<file path="config.mk">
export PLATFORM = sky130hd
export DESIGN_NAME = ir_serial_byte_receiver_top
export DESIGN_NICKNAME = d
export VERILOG_FILES = /design/src/rtl/irsbr_pkg.sv /design/src/rtl/irsbr_cfg.sv /design/src/rtl/irsbr_frame.sv /design/src/rtl/ir_serial_byte_receiver_top.sv
export SDC_FILE = /design/constraint.sdc
export NUM_CORES = 1
export LEC_CHECK = 0
export BUFFER_PORTS_ARGS = -buffer_cell sky130_fd_sc_hd__buf_4
export CAP_MARGIN = 40
export CORE_AREA = 3 3 67 116
export CTS_CLUSTER_DIAMETER = 30
export DETAILED_ROUTE_END_ITERATION = 10
export DIE_AREA = 0 0 70 119
export PLACE_DENSITY_LB_ADDON = 0.15
export RECOVER_POWER = 50
export SYNTH_ARGS = -nofsm -noshare
export SYNTH_HDL_FRONTEND = slang
export SYNTH_SLANG_ARGS = --single-unit
</file>
<file path="constraint.sdc">
create_clock -name clk -period 5.9 [get_ports clk]
set_input_delay 0.59 -clock clk [delete_from_list [all_inputs] [get_ports clk]]
set_output_delay 0.59 -clock clk [all_outputs]
set_load 0.005 [all_outputs]
</file>
<file path="src/rtl/irsbr_pkg.sv">
// ----------------------------------------------------------------------------
// IR serial byte receiver package
// Widths, reset values, register indexes and shared types.
// ----------------------------------------------------------------------------
package irsbr_pkg;

	localparam int DATA_BITS  = 8;
	localparam int BYTE_W     = 8;
	localparam int TICK_W     = 16;
	localparam int CFG_IDX_W  = 2;
	localparam int CFG_DATA_W = 16;
	localparam int CNT_W      = $clog2(DATA_BITS + 1);

	localparam logic [TICK_W-1:0] RST_START_DELAY = TICK_W'(12000);
	localparam logic [TICK_W-1:0] RST_BIT_PERIOD  = TICK_W'(8000);

	typedef enum logic [CFG_IDX_W-1:0] {
		REG_RX_ENABLE   = 2'd0,
		REG_START_DELAY = 2'd1,
		REG_BIT_PERIOD  = 2'd2,
		REG_INVERT      = 2'd3
	} reg_idx_t;

	typedef enum logic {
		ST_IDLE  = 1'b0,
		ST_FRAME = 1'b1
	} rx_state_t;

	typedef struct packed {
		logic              rx_enable;
		logic [TICK_W-1:0] start_delay;
		logic [TICK_W-1:0] bit_period;
		logic              invert;
		logic              abort;
	} cfg_t;

	typedef struct packed {
		logic              done;
		logic [BYTE_W-1:0] data;
	} frame_res_t;

endpackage

</file>
<file path="src/rtl/irsbr_cfg.sv">
// ----------------------------------------------------------------------------
// IR serial byte receiver configuration registers
// Write-only register file; flags a disable write as a frame abort.
// ----------------------------------------------------------------------------
module irsbr_cfg (
	input  logic                                clk,
	input  logic                                arst_n,
	input  logic                                cfg_we,
	input  logic [irsbr_pkg::CFG_IDX_W-1:0]     cfg_index,
	input  logic [irsbr_pkg::CFG_DATA_W-1:0]    cfg_wdata,
	output irsbr_pkg::cfg_t                     cfg
);
	import irsbr_pkg::*;

	logic              rx_enable_q;
	logic [TICK_W-1:0] start_delay_q;
	logic [TICK_W-1:0] bit_period_q;
	logic              invert_q;

	always_ff @(posedge clk or negedge arst_n) begin
		if (!arst_n) begin
			rx_enable_q   <= 1'b1;
			start_delay_q <= RST_START_DELAY;
			bit_period_q  <= RST_BIT_PERIOD;
			invert_q      <= 1'b1;
		end else if (cfg_we) begin
			case (reg_idx_t'(cfg_index))
				REG_RX_ENABLE:   rx_enable_q   <= cfg_wdata[0];
				REG_START_DELAY: start_delay_q <= cfg_wdata[TICK_W-1:0];
				REG_BIT_PERIOD:  bit_period_q  <= cfg_wdata[TICK_W-1:0];
				REG_INVERT:      invert_q      <= cfg_wdata[0];
				default: ;
			endcase
		end
	end

	always_comb begin
		cfg.rx_enable   = rx_enable_q;
		cfg.start_delay = start_delay_q;
		cfg.bit_period  = bit_period_q;
		cfg.invert      = invert_q;
		cfg.abort       = cfg_we && (reg_idx_t'(cfg_index) == REG_RX_ENABLE)
			&& !cfg_wdata[0];
	end

endmodule

</file>
<file path="src/rtl/irsbr_frame.sv">
// ----------------------------------------------------------------------------
// IR serial byte receiver frame engine
// Start-edge detect, tick countdown and LSB-first bit assembly, one tick a cycle.
// ----------------------------------------------------------------------------
module irsbr_frame (
	input  logic                  clk,
	input  logic                  arst_n,
	input  logic                  tick,
	input  logic                  level,
	input  irsbr_pkg::cfg_t       cfg,
	output irsbr_pkg::frame_res_t res
);
	import irsbr_pkg::*;

	rx_state_t         state_q;
	rx_state_t         state_d;
	logic              last_q;
	logic [CNT_W-1:0]  count_q;
	logic [BYTE_W-1:0] shift_q;
	logic [TICK_W-1:0] ticks_q;

	logic [TICK_W-1:0] ticks_dec;
	logic [CNT_W-1:0]  count_inc;
	logic              sample;
	logic              last_bit;
	logic              start;
	logic              rx_bit;
	logic [BYTE_W-1:0] shift_set;

	assign ticks_dec = ticks_q - 1'b1;
	assign count_inc = count_q + 1'b1;
	assign sample    = (state_q == ST_FRAME) && (ticks_dec == '0);
	assign last_bit  = (count_inc == CNT_W'(DATA_BITS));
	assign start     = (state_q == ST_IDLE) && cfg.rx_enable && !last_q && level;
	assign rx_bit    = level ^ cfg.invert;

	// next state
	always_comb begin
		state_d = state_q;
		case (state_q)
			ST_IDLE: begin
				if (tick && start) state_d = ST_FRAME;
			end
			ST_FRAME: begin
				if (tick && sample && last_bit) state_d = ST_IDLE;
			end
			default: state_d = ST_IDLE;
		endcase
		if (cfg.abort) state_d = ST_IDLE;
	end

	// outputs: bit positions past the byte width never match and are dropped
	always_comb begin
		for (int i = 0; i < BYTE_W; i++) begin
			shift_set[i] = shift_q[i] | (rx_bit && (32'(count_q) == i));
		end
		res.done = tick && sample && last_bit;
		res.data = shift_set;
	end

	always_ff @(posedge clk or negedge arst_n) begin
		if (!arst_n) begin
			state_q <= ST_IDLE;
		end else begin
			state_q <= state_d;
		end
	end

	always_ff @(posedge clk or negedge arst_n) begin
		if (!arst_n) begin
			last_q  <= 1'b1;
			count_q <= '0;
			shift_q <= '0;
			ticks_q <= '0;
		end else if (tick) begin
			last_q <= level;
			if (start) begin
				count_q <= '0;
				shift_q <= '0;
				ticks_q <= cfg.start_delay;
			end else if (state_q == ST_FRAME) begin
				ticks_q <= sample ? cfg.bit_period : ticks_dec;
				if (sample) begin
					count_q <= count_inc;
					shift_q <= shift_set;
				end
			end
		end
	end

endmodule

</file>
<file path="src/rtl/ir_serial_byte_receiver_top.sv">
// ----------------------------------------------------------------------------
// IR serial byte receiver
// Samples the receive line once per beat and assembles LSB-first bytes.
// ----------------------------------------------------------------------------
//
//  channel | direction | handshake            | payload
//  --------+-----------+----------------------+------------------------
//  in      | sink      | in_valid / in_stall  | line_level (1 bit)
//  out     | source    | out_valid / out_stall| received_byte (8 bits)
//  cfg     | sink      | cfg_we               | cfg_index, cfg_wdata
//
//  One input beat per cycle while in_stall is low; a beat is held in
//  the input register, then the frame engine updates and any finished
//  byte lands in the output register, where it shows on received_byte.
//  arst_n clears all control state and loads the register reset values.
//  in_stall rises only while a byte waits in the output register and
//  out_stall is high; the input register then holds its beat.
//
module ir_serial_byte_receiver_top (
	input  logic                              clk,
	input  logic                              arst_n,
	// input beats
	input  logic                              in_valid,
	output logic                              in_stall,
	input  logic                              line_level,
	// result beats
	output logic                              out_valid,
	input  logic                              out_stall,
	output logic [irsbr_pkg::BYTE_W-1:0]      received_byte,
	// configuration writes
	input  logic                              cfg_we,
	input  logic [irsbr_pkg::CFG_IDX_W-1:0]   cfg_index,
	input  logic [irsbr_pkg::CFG_DATA_W-1:0]  cfg_wdata
);
	import irsbr_pkg::*;

	cfg_t              cfg;
	frame_res_t        res;

	logic              valid_s1;
	logic              level_s1;
	logic              out_valid_q;
	logic [BYTE_W-1:0] out_byte_q;
	logic              proc_ok;
	logic              tick;

	// The held beat advances whenever the output register is empty or draining.
	assign proc_ok  = !out_valid_q || !out_stall;
	assign in_stall = valid_s1 && !proc_ok;
	assign tick     = valid_s1 && proc_ok;

	always_ff @(posedge clk or negedge arst_n) begin
		if (!arst_n) begin
			valid_s1 <= 1'b0;
		end else if (!in_stall) begin
			valid_s1 <= in_valid;
		end
	end

	always_ff @(posedge clk) begin
		if (in_valid && !in_stall) level_s1 <= line_level;
	end

	irsbr_cfg u_cfg (
		.clk       (clk),
		.arst_n    (arst_n),
		.cfg_we    (cfg_we),
		.cfg_index (cfg_index),
		.cfg_wdata (cfg_wdata),
		.cfg       (cfg)
	);

	irsbr_frame u_frame (
		.clk    (clk),
		.arst_n (arst_n),
		.tick   (tick),
		.level  (level_s1),
		.cfg    (cfg),
		.res    (res)
	);

	// Output register: a new byte can only be written when the slot is free or
	// being taken, since res.done implies proc_ok.
	always_ff @(posedge clk or negedge arst_n) begin
		if (!arst_n) begin
			out_valid_q <= 1'b0;
		end else if (res.done) begin
			out_valid_q <= 1'b1;
		end else if (!out_stall) begin
			out_valid_q <= 1'b0;
		end
	end

	always_ff @(posedge clk) begin
		if (res.done) out_byte_q <= res.data;
	end

	assign out_valid     = out_valid_q;
	assign received_byte = out_byte_q;

endmodule

</file>
# --- After elaboration in Yosys (flattened, before gate mapping) ---
# Index checks and enable logic that the tools add are counted.
# W data, S select, Z words.
word_totals:
  register_bits: 75
  input_bits: 24
op_classes:
  muxes: 15
  n_reduce_logical: 38
  n_eq_ne: 12
  n_bitwise: 10
  n_addsub: 2
op_table:
  columns: ["op", "n"]
  rows:
  - ["$mux W16", 3]
  - ["$mux W8", 3]
  - ["$logic_and A1 B1 Y1", 20]
  - ["$eq A4 B3 Y1 const B", 4]
  - ["$logic_not A16 Y1", 1]
  - ["$sub A16 B1 Y16 const B", 1]
  - ["$mux W4", 3]
  - ["$reduce_and A2 Y1", 5]
  - ["$eq A4 B2 Y1 const B", 2]
  - ["$or A1 B1 Y1", 8]
  - ["$logic_not A1 Y1", 6]
  - ["$mux W1", 5]
  - ["$add A4 B1 Y4 const B", 1]
  - ["$eq A2 B2 Y1 const B", 2]
  - ["$eq A4 B1 Y1 const B", 1]
  - ["$eq A4 B4 Y1 const B", 1]
  - ["$logic_not A4 Y1", 1]
  - ["$reduce_bool A2 Y1", 2]
  - ["$reduce_and A3 Y1", 1]
  - ["$eq A2 B1 Y1 const B", 1]
  - ["$logic_not A2 Y1", 1]
  - ["$ne A2 B1 Y1 const B", 1]
  - ["$pmux W1 S2", 1]
  - ["$logic_or A1 B1 Y1", 1]
  - ["other kinds (2)", 2]

# --- Longest topological paths before layout ---
# Gate-level depths: netlist of the first run.
depth:
  word_depth: 8
  depth_mapped: 11
  depth_no_buf: 9

# --- Hierarchy ---
# A second synthesis of the first run with hierarchy kept.
hier_totals:
  cells_unflattened: 302
  area_unflattened_um2: 3704.8
modules_own_cells:
  columns: ["mod", "cells_each", "area_per_inst_um2", "instances"]
  rows:
  - ["irsbr_frame", 208, 1918.1, 1]
  - ["irsbr_cfg", 77, 1423.9, 1]
  - ["ir_serial_byte_receiver_top", 17, 362.8, 1]

# --- Worst setup path before layout of the first run ---
# Ideal clock, no wire load.
synth_path:
  path_type: "flip-flop to flip-flop"
  from: "register u_frame.ticks_q[0]"
  to: "register out_byte_q[0] (netlist: received_byte[0]) (enable)"
  path_buffers: 1
  setup_time_ps: 383
  arrival_time_ps: 2604
  synth_period_minus_slack_ps: 2987
  stages_incl_launch_ff: 8
  setup_slack_ps: 2913
  cell_sequence: "dfrtp_1 -> buf_6 -> or3_1 -> or3_1 -> xnor2_2 -> nor4_2 -> inv_1 -> nor3_1"
synth_rtl:
  columns: ["element", "line_no", "text"]
  rows:
  - ["start, declared", "irsbr_frame.sv:20", "logic [TICK_W-1:0] ticks_q;"]
  - ["start signal, assigned", "irsbr_frame.sv:80", "ticks_q <= cfg.start_delay;"]
  - ["start signal, assigned", "irsbr_frame.sv:82", "ticks_q <= sample ? cfg.bit_period : ticks_dec;"]
  - ["end signal, assigned", "ir_serial_byte_receiver_top.sv:95", "if (res.done) out_byte_q <= res.data;"]
  - ["end, declared", "ir_serial_byte_receiver_top.sv:43", "logic [BYTE_W-1:0] out_byte_q;"]

==> results.sh, run 1 <==
export IMPL_finalSetupViolCount=0
export IMPL_maxCapViolations=1
export IMPL_required_ns=5.54
export IMPL_path_clk_slew_ns=0.06
export IMPL_grt_pass1_vias=2908
export IMPL_crit_path_max_fanout=66
export IMPL_yosysTopAreaCell="dfrtp_1"
export IMPL_drc=0
export IMPL_initial_core_util_pct=54.8
export IMPL_crit_type="in -> async"
export IMPL_area_delta_synth_final_pct=15.1
export IMPL_wl_per_cell_um=18.2
export IMPL_synthTopCellsByArea="dfrtp_1 33%, dfstp_2 11%, edfxtp_1 7.1%, mux2_2 6.8%, mux2_1 3.6%"
export IMPL_yosysUniqueCellTypes=61
export IMPL_critPathLaunch="arst_n"
export IMPL_cts_sink_count=75
export IMPL_final_max_slew_violation_count=67
export IMPL_place_inst=442
export IMPL_dieHeight_um=119
export IMPL_finalClockSkew_ns=0.00575
export IMPL_layout_cells_most_common="dfrtp_1"
export IMPL_htree_num_levels=3
export IMPL_stdcell_area_mm2=0.00436
export IMPL_violations="max-capacitance violations, max-slew violations"
export IMPL_grt_first_pass_wirelength_um=13900
export IMPL_overflow=0
export IMPL_fin_crit_sh_pct=58.3
export IMPL_cts_tree="done"
export IMPL_antenna_found_initial=0
export IMPL_cts_hold_buf=0
export IMPL_setup_tns_final_ns=0
export IMPL_instances_no_fill=458
export IMPL_nNetsFinal=400
export IMPL_grt_usage_pct=21.5
export IMPL_power_frac_clock_pct=30.2
export IMPL_cts_path_max_buffers=2
export IMPL_report_power_total_uw=1590
export IMPL_crit_buf_inv=1
export IMPL_layout_common_cells="50 x dfrtp_1, 30 x buf_4, 26 x nor2_1"
export IMPL_row_count=40
export IMPL_syn_area_mm2=0.00378
export IMPL_ir_drop_v=0.000217
export IMPL_fp_dieArea_mm2=0.00833
export IMPL_max_stage_delay_ns=2.43
export IMPL_hold_violations=0
export IMPL_viasPerCell=5.96
export IMPL_status="finished with violations"
export IMPL_drive_gt1_share_pct=27.5
export IMPL_clkLatencyLatePin_ns=0.34
export IMPL_grt_max_degree=67
export IMPL_slew_headroom_pct=-135
export IMPL_switching_share_pct=32.8
export IMPL_cts_resized_gates=0
export IMPL_gp_congestion=0.910
export IMPL_crit_arrival_ns=3.08
export IMPL_yosysSeqAreaShare_pct=51.3
export IMPL_first_iter_violations=137
export IMPL_n_antenna_cell=0
export IMPL_dpl_instance_area_mm2=0.00413
export IMPL_cts_setup_buffers=0
export IMPL_syn_num_nets=365
export IMPL_crit_family="buffers and inverters"
export IMPL_cp_end_kind="asynchronous set/reset pin"
export IMPL_ys_ff_latch=75
export IMPL_totalWireLength_um=8340
export IMPL_rsz0062_at_grt="no"
export IMPL_synth_edff_count=9
export IMPL_root_buffer="clkbuf_16"
export IMPL_power_density_mw_per_mm2=365
export IMPL_ys_warn_count=0
export IMPL_tightest_slew_ns=3.52
export IMPL_io_buffers=33
export IMPL_synth_async_reset_ratio_pct=88.0
export IMPL_p_seq_share_pct=47.3
export IMPL_synth_top_area_share_pct=33.1
export IMPL_p_int_uw=1070
export IMPL_avgSynthCellArea_um2=11.3
export IMPL_ant_nets=0
export IMPL_cp_slowest_cell="clkbuf_1"
export IMPL_p_leak_uw=0.00193
export IMPL_synthFlopType="dfrtp_1"
export IMPL_syn_inst=334
export IMPL_vias=2730
export IMPL_io_pins=34
export IMPL_reg2reg_from="u_frame.ticks_q[0]"
export IMPL_post_dp_hpwl_um=5990
export IMPL_cts_made_buffers=9
export IMPL_core_area_mm2=0.00691
export IMPL_fin_crit_ns=3.44
export IMPL_hp_class="in -> reg"
export IMPL_p_comb_share_pct=22.5
export IMPL_hp_start="line_level"
export IMPL_crit_chain="clkbuf_1"
export IMPL_drt_pass1_iter_count=4
export IMPL_cp_start_kind="input pin"
export IMPL_fmax_mhz=291
export IMPL_dieWidth_um=70
export IMPL_p_switching_uw=521
==> sequential cells by signal, summed over array words and instances (netlist names), 4 cells and up <==
register,cells
u_cfg.bit_period_q,16
u_cfg.start_delay_q,16
u_frame.ticks_q,16
received_byte,8
u_frame.shift_q,8
u_frame.count_q,4
==> area by class of cell <==
| type | count | area (um^2) |
|---|---|---|
| clock buffers | 9 | 225 |
| clock inverters | 7 | 35.0 |
| fillers | 599 | 2550 |
| inverters | 8 | 30.0 |
| multi-input cells | 235 | 1740 |
| flip-flops and latches | 75 | 1940 |
| well taps | 84 | 105 |
| repair buffers | 40 | 277 |
==> path summary, 6_finish.rpt <==
| check | slack, ns | end | depth (start not counted) |
|---|---|---|---|
| min in group asynchronous | 1.44 | u_frame.shift_q[1] | 1 |
| max in group clk | 2.92 | received_byte[4] | 8 |
| worst max-delay path | 2.46 | u_frame.ticks_q[2] | 1 |
| worst min-delay path | 0.46 | level_s1 | 1 |
| worst max register to register | 2.92 | received_byte[4] | 8 |
| worst min register to register | 0.48 | u_frame.last_q | 2 |
==> worst register-to-register path, cell delays in order (launching register included) <==
cell and delay [ns]:
dfrtp_1 0.49, nor3_1 0.59, nand4_1 0.19, xor2_1 0.24
o2111ai_2 0.19, nor4_2 0.37, inv_1 0.11, nor3_1 0.25
buf_2 0.26
==> metrics by stage <==
stage	hold slack, ns	util (%)	worst slack [ns]
6_report	0.456	63.1	2.46
5_1_grt	0.442	63.1	1.82
4_1_cts	0.388	63.6	2.89
3_5_place_dp	0.467	59.8	2.90
3_3_place_gp	0.458	59.1	2.56
2_1_floorplan	0.294	-	2.91
==> cell usage after synthesis (3+ instances only) <==
library cell	instances
a211oi_1	7
o211a_1	8
or3_1	8
a21o_1	8
inv_1	7
nand3_1	8
mux2_2	23
nor3_2	4
nand2_1	16
and2_1	3
ha_1	7
a21oi_1	11
xnor2_1	7
dfstp_2	16
nand3b_1	4
nor2_1	26
dfrtp_1	50
o21ai_0	12
a31oi_1	3
edfxtp_1	9
clkbuf_1	12
nor3_1	24
nand2b_1	3
mux2_1	12
==> routing by layer <==
metal	track usage [%]	wire [um]	part of all wire, %	vias up
li1	-	-	-	1300
met1	22.3	3090	37	1353
met2	39.0	4630	55	57
met3	3.72	286	3.4	20
met4	13.3	337	4.0	0
met5	0	0	0	-
==> cell families after synthesis <==
kind of cell	after synthesis	synth area share, %
flip-flops	75	51.3
AO/OA/AOI/OAI	66	12.7
multiplexers	37	10.9
XOR/XNOR	9	2.28
buffers and inverters	24	2.81
AND/OR/NAND/NOR	116	17.6
adder cells (fa/ha/maj)	7	2.31
==> power by group through the flow <==
stage,Clock (uW),Combinational (uW),Sequential (uW)
after global placement,0,350,755
final,481,357,752
after global routing,514,403,766
after detailed placement,0,360,758
after CTS,491,365,751
after floorplan,0,298,703
(Power assumes the default switching activity.)
==> inputs of run 2 (changes only) <==
- ABC_AREA: not set -> 1
- CORE_AREA: 3 3 67 116 -> 3 3 69 120
- DIE_AREA: 0 0 70 119 -> 0 0 72 123
- clock period: 5.9 -> 3.45 ns (I/O delays scaled with it)
==> run 2 against run 1 <==
  * The flow still finishes with violations (max-capacitance violations, max-slew violations)
  * Die area increased by 6.3%
  * Worst hold slack got worse by 0.25 ns
  * Largest power group unchanged
  * Wire length is 1.5% lower
  * Highest routed layer unchanged
  * Final cell count rose by 36%
  * Final area grew 5.2%
  * Combinational power grew to 2.9 times the previous value
  * Sequential cell count is the same
  * Via count rose by 17%
  * Sequential power increased by 66%
  * Critical path type is now reg -> reg
==> results.sh, run 2 <==
export IMPL_synth_commonest_cells="145 x nand2_1, 63 x nor2_1, 54 x inv_1"
export IMPL_wl_per_cell_um=13.2
export IMPL_finalClockSkew_ns=0.00708
export IMPL_antenna_found_initial=0
export IMPL_cp_depth=9
export IMPL_fp_dieArea_mm2=0.00886
export IMPL_required_ns=3.46
export IMPL_crit_path_max_fanout=17
export IMPL_post_synth_top_count_cell="nand2_1"
export IMPL_reg2reg_from="u_frame.ticks_q[0]"
export IMPL_post_dp_hpwl_um=5950
export IMPL_syn_area_mm2=0.00402
export IMPL_synth_async_reset_ratio_pct=88.0
export IMPL_crit_arrival_ns=2.69
export IMPL_syn_inst=498
export IMPL_yosysTopAreaCell="dfrtp_1"
export IMPL_fin_crit_sh_pct=77.8
export IMPL_n_antenna_cell=0
export IMPL_yosysUniqueCellTypes=33
export IMPL_crit_path_end="received_byte[7]"
export IMPL_maxCapViolations=1
export IMPL_cp_start_kind="register"
export IMPL_layout_cells_most_common="nand2_1"
export IMPL_core_area_mm2=0.00751
export IMPL_viasPerCell=5.15
export IMPL_max_stage_delay_ns=0.39
export IMPL_dieWidth_um=72
export IMPL_crit_buf_inv=2
export IMPL_nFillCells=713
export IMPL_pre_cts_slack_ns=0.762
export IMPL_tightest_slew_ns=1.64
export IMPL_finalSetupViolCount=0
export IMPL_setup_tns_final_ns=0
export IMPL_io_buffers=33
export IMPL_postLayoutSetupSlackWorst_ns=0.765
export IMPL_clkLatencyLatePin_ns=0.34
export IMPL_cts_sink_count=75
export IMPL_nNetsFinal=560
export IMPL_grt_first_pass_wirelength_um=14300
export IMPL_drt_pass1_iter_count=5
export IMPL_hp_class="in -> reg"
export IMPL_gp_congestion=0.875
export IMPL_totalWireLength_um=8220
export IMPL_cp_slowest_cell="dfrtp_1"
export IMPL_grt_pass1_vias=3203
export IMPL_critPathLaunch="u_frame.ticks_q[0]"
export IMPL_synthTopCellsByArea="dfrtp_1 31%, nand2_1 14%, dfstp_2 10%, edfxtp_1 6.7%, o21ai_0 6.0%"
export IMPL_r2r_setup_slack_ns=0.77
export IMPL_synthFlopType="dfrtp_1"
export IMPL_io_pins=34
export IMPL_dieHeight_um=123
export IMPL_fmax_mhz=372
export IMPL_row_count=42
export IMPL_rsz0062_at_grt="no"
export IMPL_worstRegToRegCells=9
export IMPL_ir_drop_v=0.000443
export IMPL_initial_core_util_pct=53.5
export IMPL_cts_path_max_buffers=2
export IMPL_cp_end_kind="register"
export IMPL_top_regs="u_cfg.bit_period_q x16, u_cfg.start_delay_q x16, u_frame.ticks_q x16"
export IMPL_cts_hold_buf=0
export IMPL_first_iter_violations=191
export IMPL_synth_top_area_share_pct=31.1
export IMPL_crit_type="reg -> reg"
export IMPL_cts_setup_buffers=0
export IMPL_crit_path_frequent_cell="inv_1"
export IMPL_cts_made_buffers=9
export IMPL_layout_common_cells="145 x nand2_1, 63 x nor2_1, 54 x inv_1"
export IMPL_ys_warn_count=0
export IMPL_overflow=0
export IMPL_report_power_total_uw=3170
export IMPL_p_leak_uw=0.00227
export IMPL_violations="max-capacitance violations, max-slew violations"
export IMPL_grt_usage_pct=21.1
export IMPL_root_buffer="clkbuf_16"
export IMPL_hold_violations=0
export IMPL_vias=3206
export IMPL_path_clk_slew_ns=0.05
export IMPL_synth_edff_count=9
export IMPL_reg2reg_to="received_byte[7]"
export IMPL_drive_gt1_share_pct=18.4
export IMPL_crit_chain="inv_1 > ha_1 > nand2_2 > nor2_2 > nand3_1 > xnor2_1 > nor2_4 > nand4_1 > inv_1"
export IMPL_area_delta_synth_final_pct=14.0
export IMPL_final_max_slew_violation_count=67
export IMPL_slew_headroom_pct=-9.10
export IMPL_yosysSeqAreaShare_pct=48.3
export IMPL_fin_crit_ns=2.68
export IMPL_status="finished with violations"
export IMPL_cts_resized_gates=0
export IMPL_syn_num_nets=529
export IMPL_ys_ff_latch=75
export IMPL_ant_nets=0
export IMPL_htree_num_levels=3
export IMPL_avgSynthCellArea_um2=8.07
export IMPL_power_density_mw_per_mm2=691
export IMPL_grt_max_degree=67
export IMPL_crit_family="simple AND/OR/NAND/NOR gates"
export IMPL_drc=0
export IMPL_cts_tree="done"
-- run 2: cell families after synthesis --
logic type	share of synthesized area [%]
buffers and inverters	7.59
XOR/XNOR	1.09
AND/OR/NAND/NOR	30.5
adder cells (fa/ha/maj)	2.18
flip-flops	48.3
AO/OA/AOI/OAI	10.0
multiplexers	0.280
-- run 2: where the power goes --
| part | internal, uW | switching, uW | total, uW |
|---|---|---|---|
| logic | 361 | 682 | 1040 |
| clock network | 543 | 332 | 875 |
| registers | 1070 | 177 | 1250 |
-- run 2: metal layers --
| layer | up-vias | track usage (%) | routed length, um |
|---|---|---|---|
| li1 | 1630 | - | - |
| met1 | 1489 | 23.0 | 3270 |
| met2 | 62 | 37.2 | 4330 |
| met3 | 25 | 4.96 | 284 |
| met4 | 0 | 11.5 | 329 |
| met5 | - | 0 | 0 |
-- run 2: worst min-delay path by stage --
stage,startpoint,endpoint,cells after the start
2_1_floorplan,arst_n,out_valid,0
3_3_place_gp,u_cfg.start_delay_q[0],u_cfg.start_delay_q[0],2
3_5_place_dp,u_cfg.bit_period_q[5],u_cfg.bit_period_q[5],2
4_1_cts,arst_n,valid_s1,1
5_1_grt,line_level,level_s1,1
6_report,line_level,level_s1,1
-- run 2: area by class of cell --
cell class / count / area, um^2 / share of cell area (%)
clock inverters: 2 / 10.0 / 0.218
inverters: 58 / 218 / 4.75
clock buffers: 14 / 274 / 5.98
repair buffers: 36 / 253 / 5.51
well taps: 88 / 110 / 2.40
flip-flops and latches: 75 / 1940 / 42.4
multi-input cells: 349 / 1780 / 38.8
-- run 2: per-stage QoR --
step / cells / area [um^2] / hold WS, ns / util [%]
4_1_cts: 622 / 4620 / 0.150 / 61.4
3_5_place_dp: 606 / 4330 / 0.475 / 57.6
3_3_place_gp: 604 / 4300 / 0.469 / 57.2
5_1_grt: 622 / 4580 / 0.190 / 61.0
6_report: 622 / 4580 / 0.210 / 61.0
2_1_floorplan: 498 / 4020 / 0.0494 / -
==> inputs of run 3 (changes only) <==
- clock period: 3.45 -> 2.8 ns (I/O delays scaled with it)
==> run 3 against run 2 <==
  * Sequential cell count stayed put
  * Power is 25% higher
  * Wire length is 3.1% higher
  * The flow still finishes with violations (max-capacitance violations, max-slew violations)
  * Final area is 0.11% higher
  * Register-to-register slack worse by 0.39 ns
  * Sequential power is 22% higher
  * Worst hold slack worse by 0.063 ns
  * Critical endpoint unchanged
  * Final cell count is 0.32% higher
  * Setup slack worse by 0.39 ns
  * Global-route usage is 0.19 points higher
==> results.sh, run 3 (synthesis results as in run 2) <==
export IMPL_ant_nets=0
export IMPL_violations="max-capacitance violations, max-slew violations"
export IMPL_crit_arrival_ns=2.43
export IMPL_p_int_uw=2430
export IMPL_n_antenna_cell=0
export IMPL_totalWireLength_um=8470
export IMPL_io_pins=34
export IMPL_first_iter_violations=171
export IMPL_dieWidth_um=72
export IMPL_antenna_found_initial=0
export IMPL_crit_buf_inv=3
export IMPL_clkLatencyLatePin_ns=0.34
export IMPL_final_max_slew_violation_count=67
export IMPL_crit_chain="inv_1 > ha_1 > nand2_2 > inv_2 > nand2_1 > nand2_1 > nand2_1 > nor2_1 > nand3_2 > nor2_8 > nand4_1 > inv_1"
export IMPL_cp_start_kind="register"
export IMPL_maxCapViolations=1
export IMPL_cts_sink_count=75
export IMPL_ff_latch_area_mm2=0.00194
export IMPL_initial_core_util_pct=53.5
export IMPL_required_ns=2.81
export IMPL_cts_tree="done"
export IMPL_gp_congestion=0.969
export IMPL_wl_per_cell_um=13.6
export IMPL_root_buffer="clkbuf_16"
export IMPL_grt_first_pass_wirelength_um=14400
export IMPL_finalSetupViolCount=0
export IMPL_core_area_mm2=0.00751
export IMPL_crit_path_frequent_cell="nand2_1"
export IMPL_overflow=0
export IMPL_fin_crit_ns=2.43
export IMPL_max_stage_delay_ns=0.40
export IMPL_post_dp_hpwl_um=6080
export IMPL_switching_share_pct=38.5
export IMPL_row_count=42
export IMPL_p_comb_share_pct=34.1
export IMPL_cts_path_max_buffers=2
export IMPL_slew_headroom_pct=-8.41
export IMPL_p_leak_uw=0.00228
export IMPL_layout_cells_most_common="nand2_1"
export IMPL_cts_hold_buf=0
export IMPL_multi_input_area_mm2=0.00178
export IMPL_finalClockSkew_ns=0.00408
export IMPL_crit_type="reg -> reg"
export IMPL_grt_usage_pct=21.3
export IMPL_crit_family="simple AND/OR/NAND/NOR gates"
export IMPL_drc=0
export IMPL_crit_path_max_fanout=8
export IMPL_grt_max_degree=67
export IMPL_power_frac_clock_pct=27.1
export IMPL_power_density_mw_per_mm2=861
export IMPL_hold_violations=0
export IMPL_hp_class="in -> reg"
export IMPL_fp_dieArea_mm2=0.00886
export IMPL_cp_end_kind="register"
export IMPL_drive_gt1_share_pct=18.5
export IMPL_grt_pass1_vias=3211
export IMPL_layout_common_cells="145 x nand2_1, 63 x nor2_1, 54 x inv_1"
export IMPL_status="finished with violations"
export IMPL_cts_resized_gates=0
export IMPL_tightest_slew_ns=1.63
export IMPL_p_switching_uw=1520
export IMPL_io_buffers=33
export IMPL_cp_slowest_cell="dfrtp_1"
export IMPL_fmax_mhz=412
export IMPL_htree_num_levels=3
export IMPL_area_delta_synth_final_pct=14.1
export IMPL_fin_hold_ws_ns=0.148
export IMPL_p_seq_share_pct=38.8
export IMPL_cts_made_buffers=9
export IMPL_setup_tns_final_ns=0
export IMPL_path_clk_slew_ns=0.05
export IMPL_nFillCells=690
export IMPL_r2r_setup_slack_ns=0.37
export IMPL_top_regs="u_cfg.bit_period_q x16, u_cfg.start_delay_q x16, u_frame.ticks_q x16"
export IMPL_rsz0062_at_grt="no"
export IMPL_fin_crit_sh_pct=86.7
export IMPL_vias=3216
export IMPL_nNetsFinal=562
export IMPL_dieHeight_um=123
export IMPL_viasPerCell=5.15
export IMPL_drt_pass1_iter_count=4
export IMPL_cts_setup_buffers=0
export IMPL_ir_drop_v=0.000498
## run 3: cell type report
class | instances | share of cell area [%]
clock buffers | 14 | 5.75
clock inverters | 2 | 0.218
inverters | 58 | 4.75
multi-input cells | 349 | 38.7
flip-flops and latches | 75 | 42.3
well taps | 88 | 2.40
repair buffers | 38 | 5.84
## run 3: power by group through the flow
stage | Combinational (uW) | Sequential [uW] | Clock, uW
after floorplan | 1050 | 1480 | 0
after global placement | 1330 | 1550 | 0
after detailed placement | 1350 | 1550 | 0
after CTS | 1360 | 1530 | 1090
after global routing | 1550 | 1560 | 1130
final | 1350 | 1530 | 1070
## run 3: path summary, 6_finish.rpt
check,from,endpoint,depth (start not counted)
min in group asynchronous,arst_n,valid_s1,1
setup / recovery,u_frame.ticks_q[0],received_byte[7],12
max in group asynchronous,arst_n,u_frame.shift_q[4],1
hold / removal,line_level,level_s1,1
setup reg to reg,u_frame.ticks_q[0],received_byte[7],12
hold reg to reg,u_cfg.start_delay_q[3],u_cfg.start_delay_q[3],2
## run 3: per-layer routing
metal	wire [um]	share of wire [%]	global-route usage (%)	up-vias
met5	0	0	0	-
met4	327	3.9	13.1	0
met3	246	2.9	4.39	23
met2	4560	54	37.7	53
met1	3330	39	22.8	1513
li1	-	-	-	1627
## run 3: stage by stage
step                      setup WS, ns  instances  util, %  area, um^2  power (uW)
after CTS                        0.380        624     61.3        4610        3980
after global routing             0.133        624     61.1        4590        4240
after floorplan                  0.633        498        -        4020        2530
final                            0.374        624     61.1        4590        3950
after detailed placement         0.395        608     57.6        4330        2900
after global placement           0.495        608     57.6        4330        2880
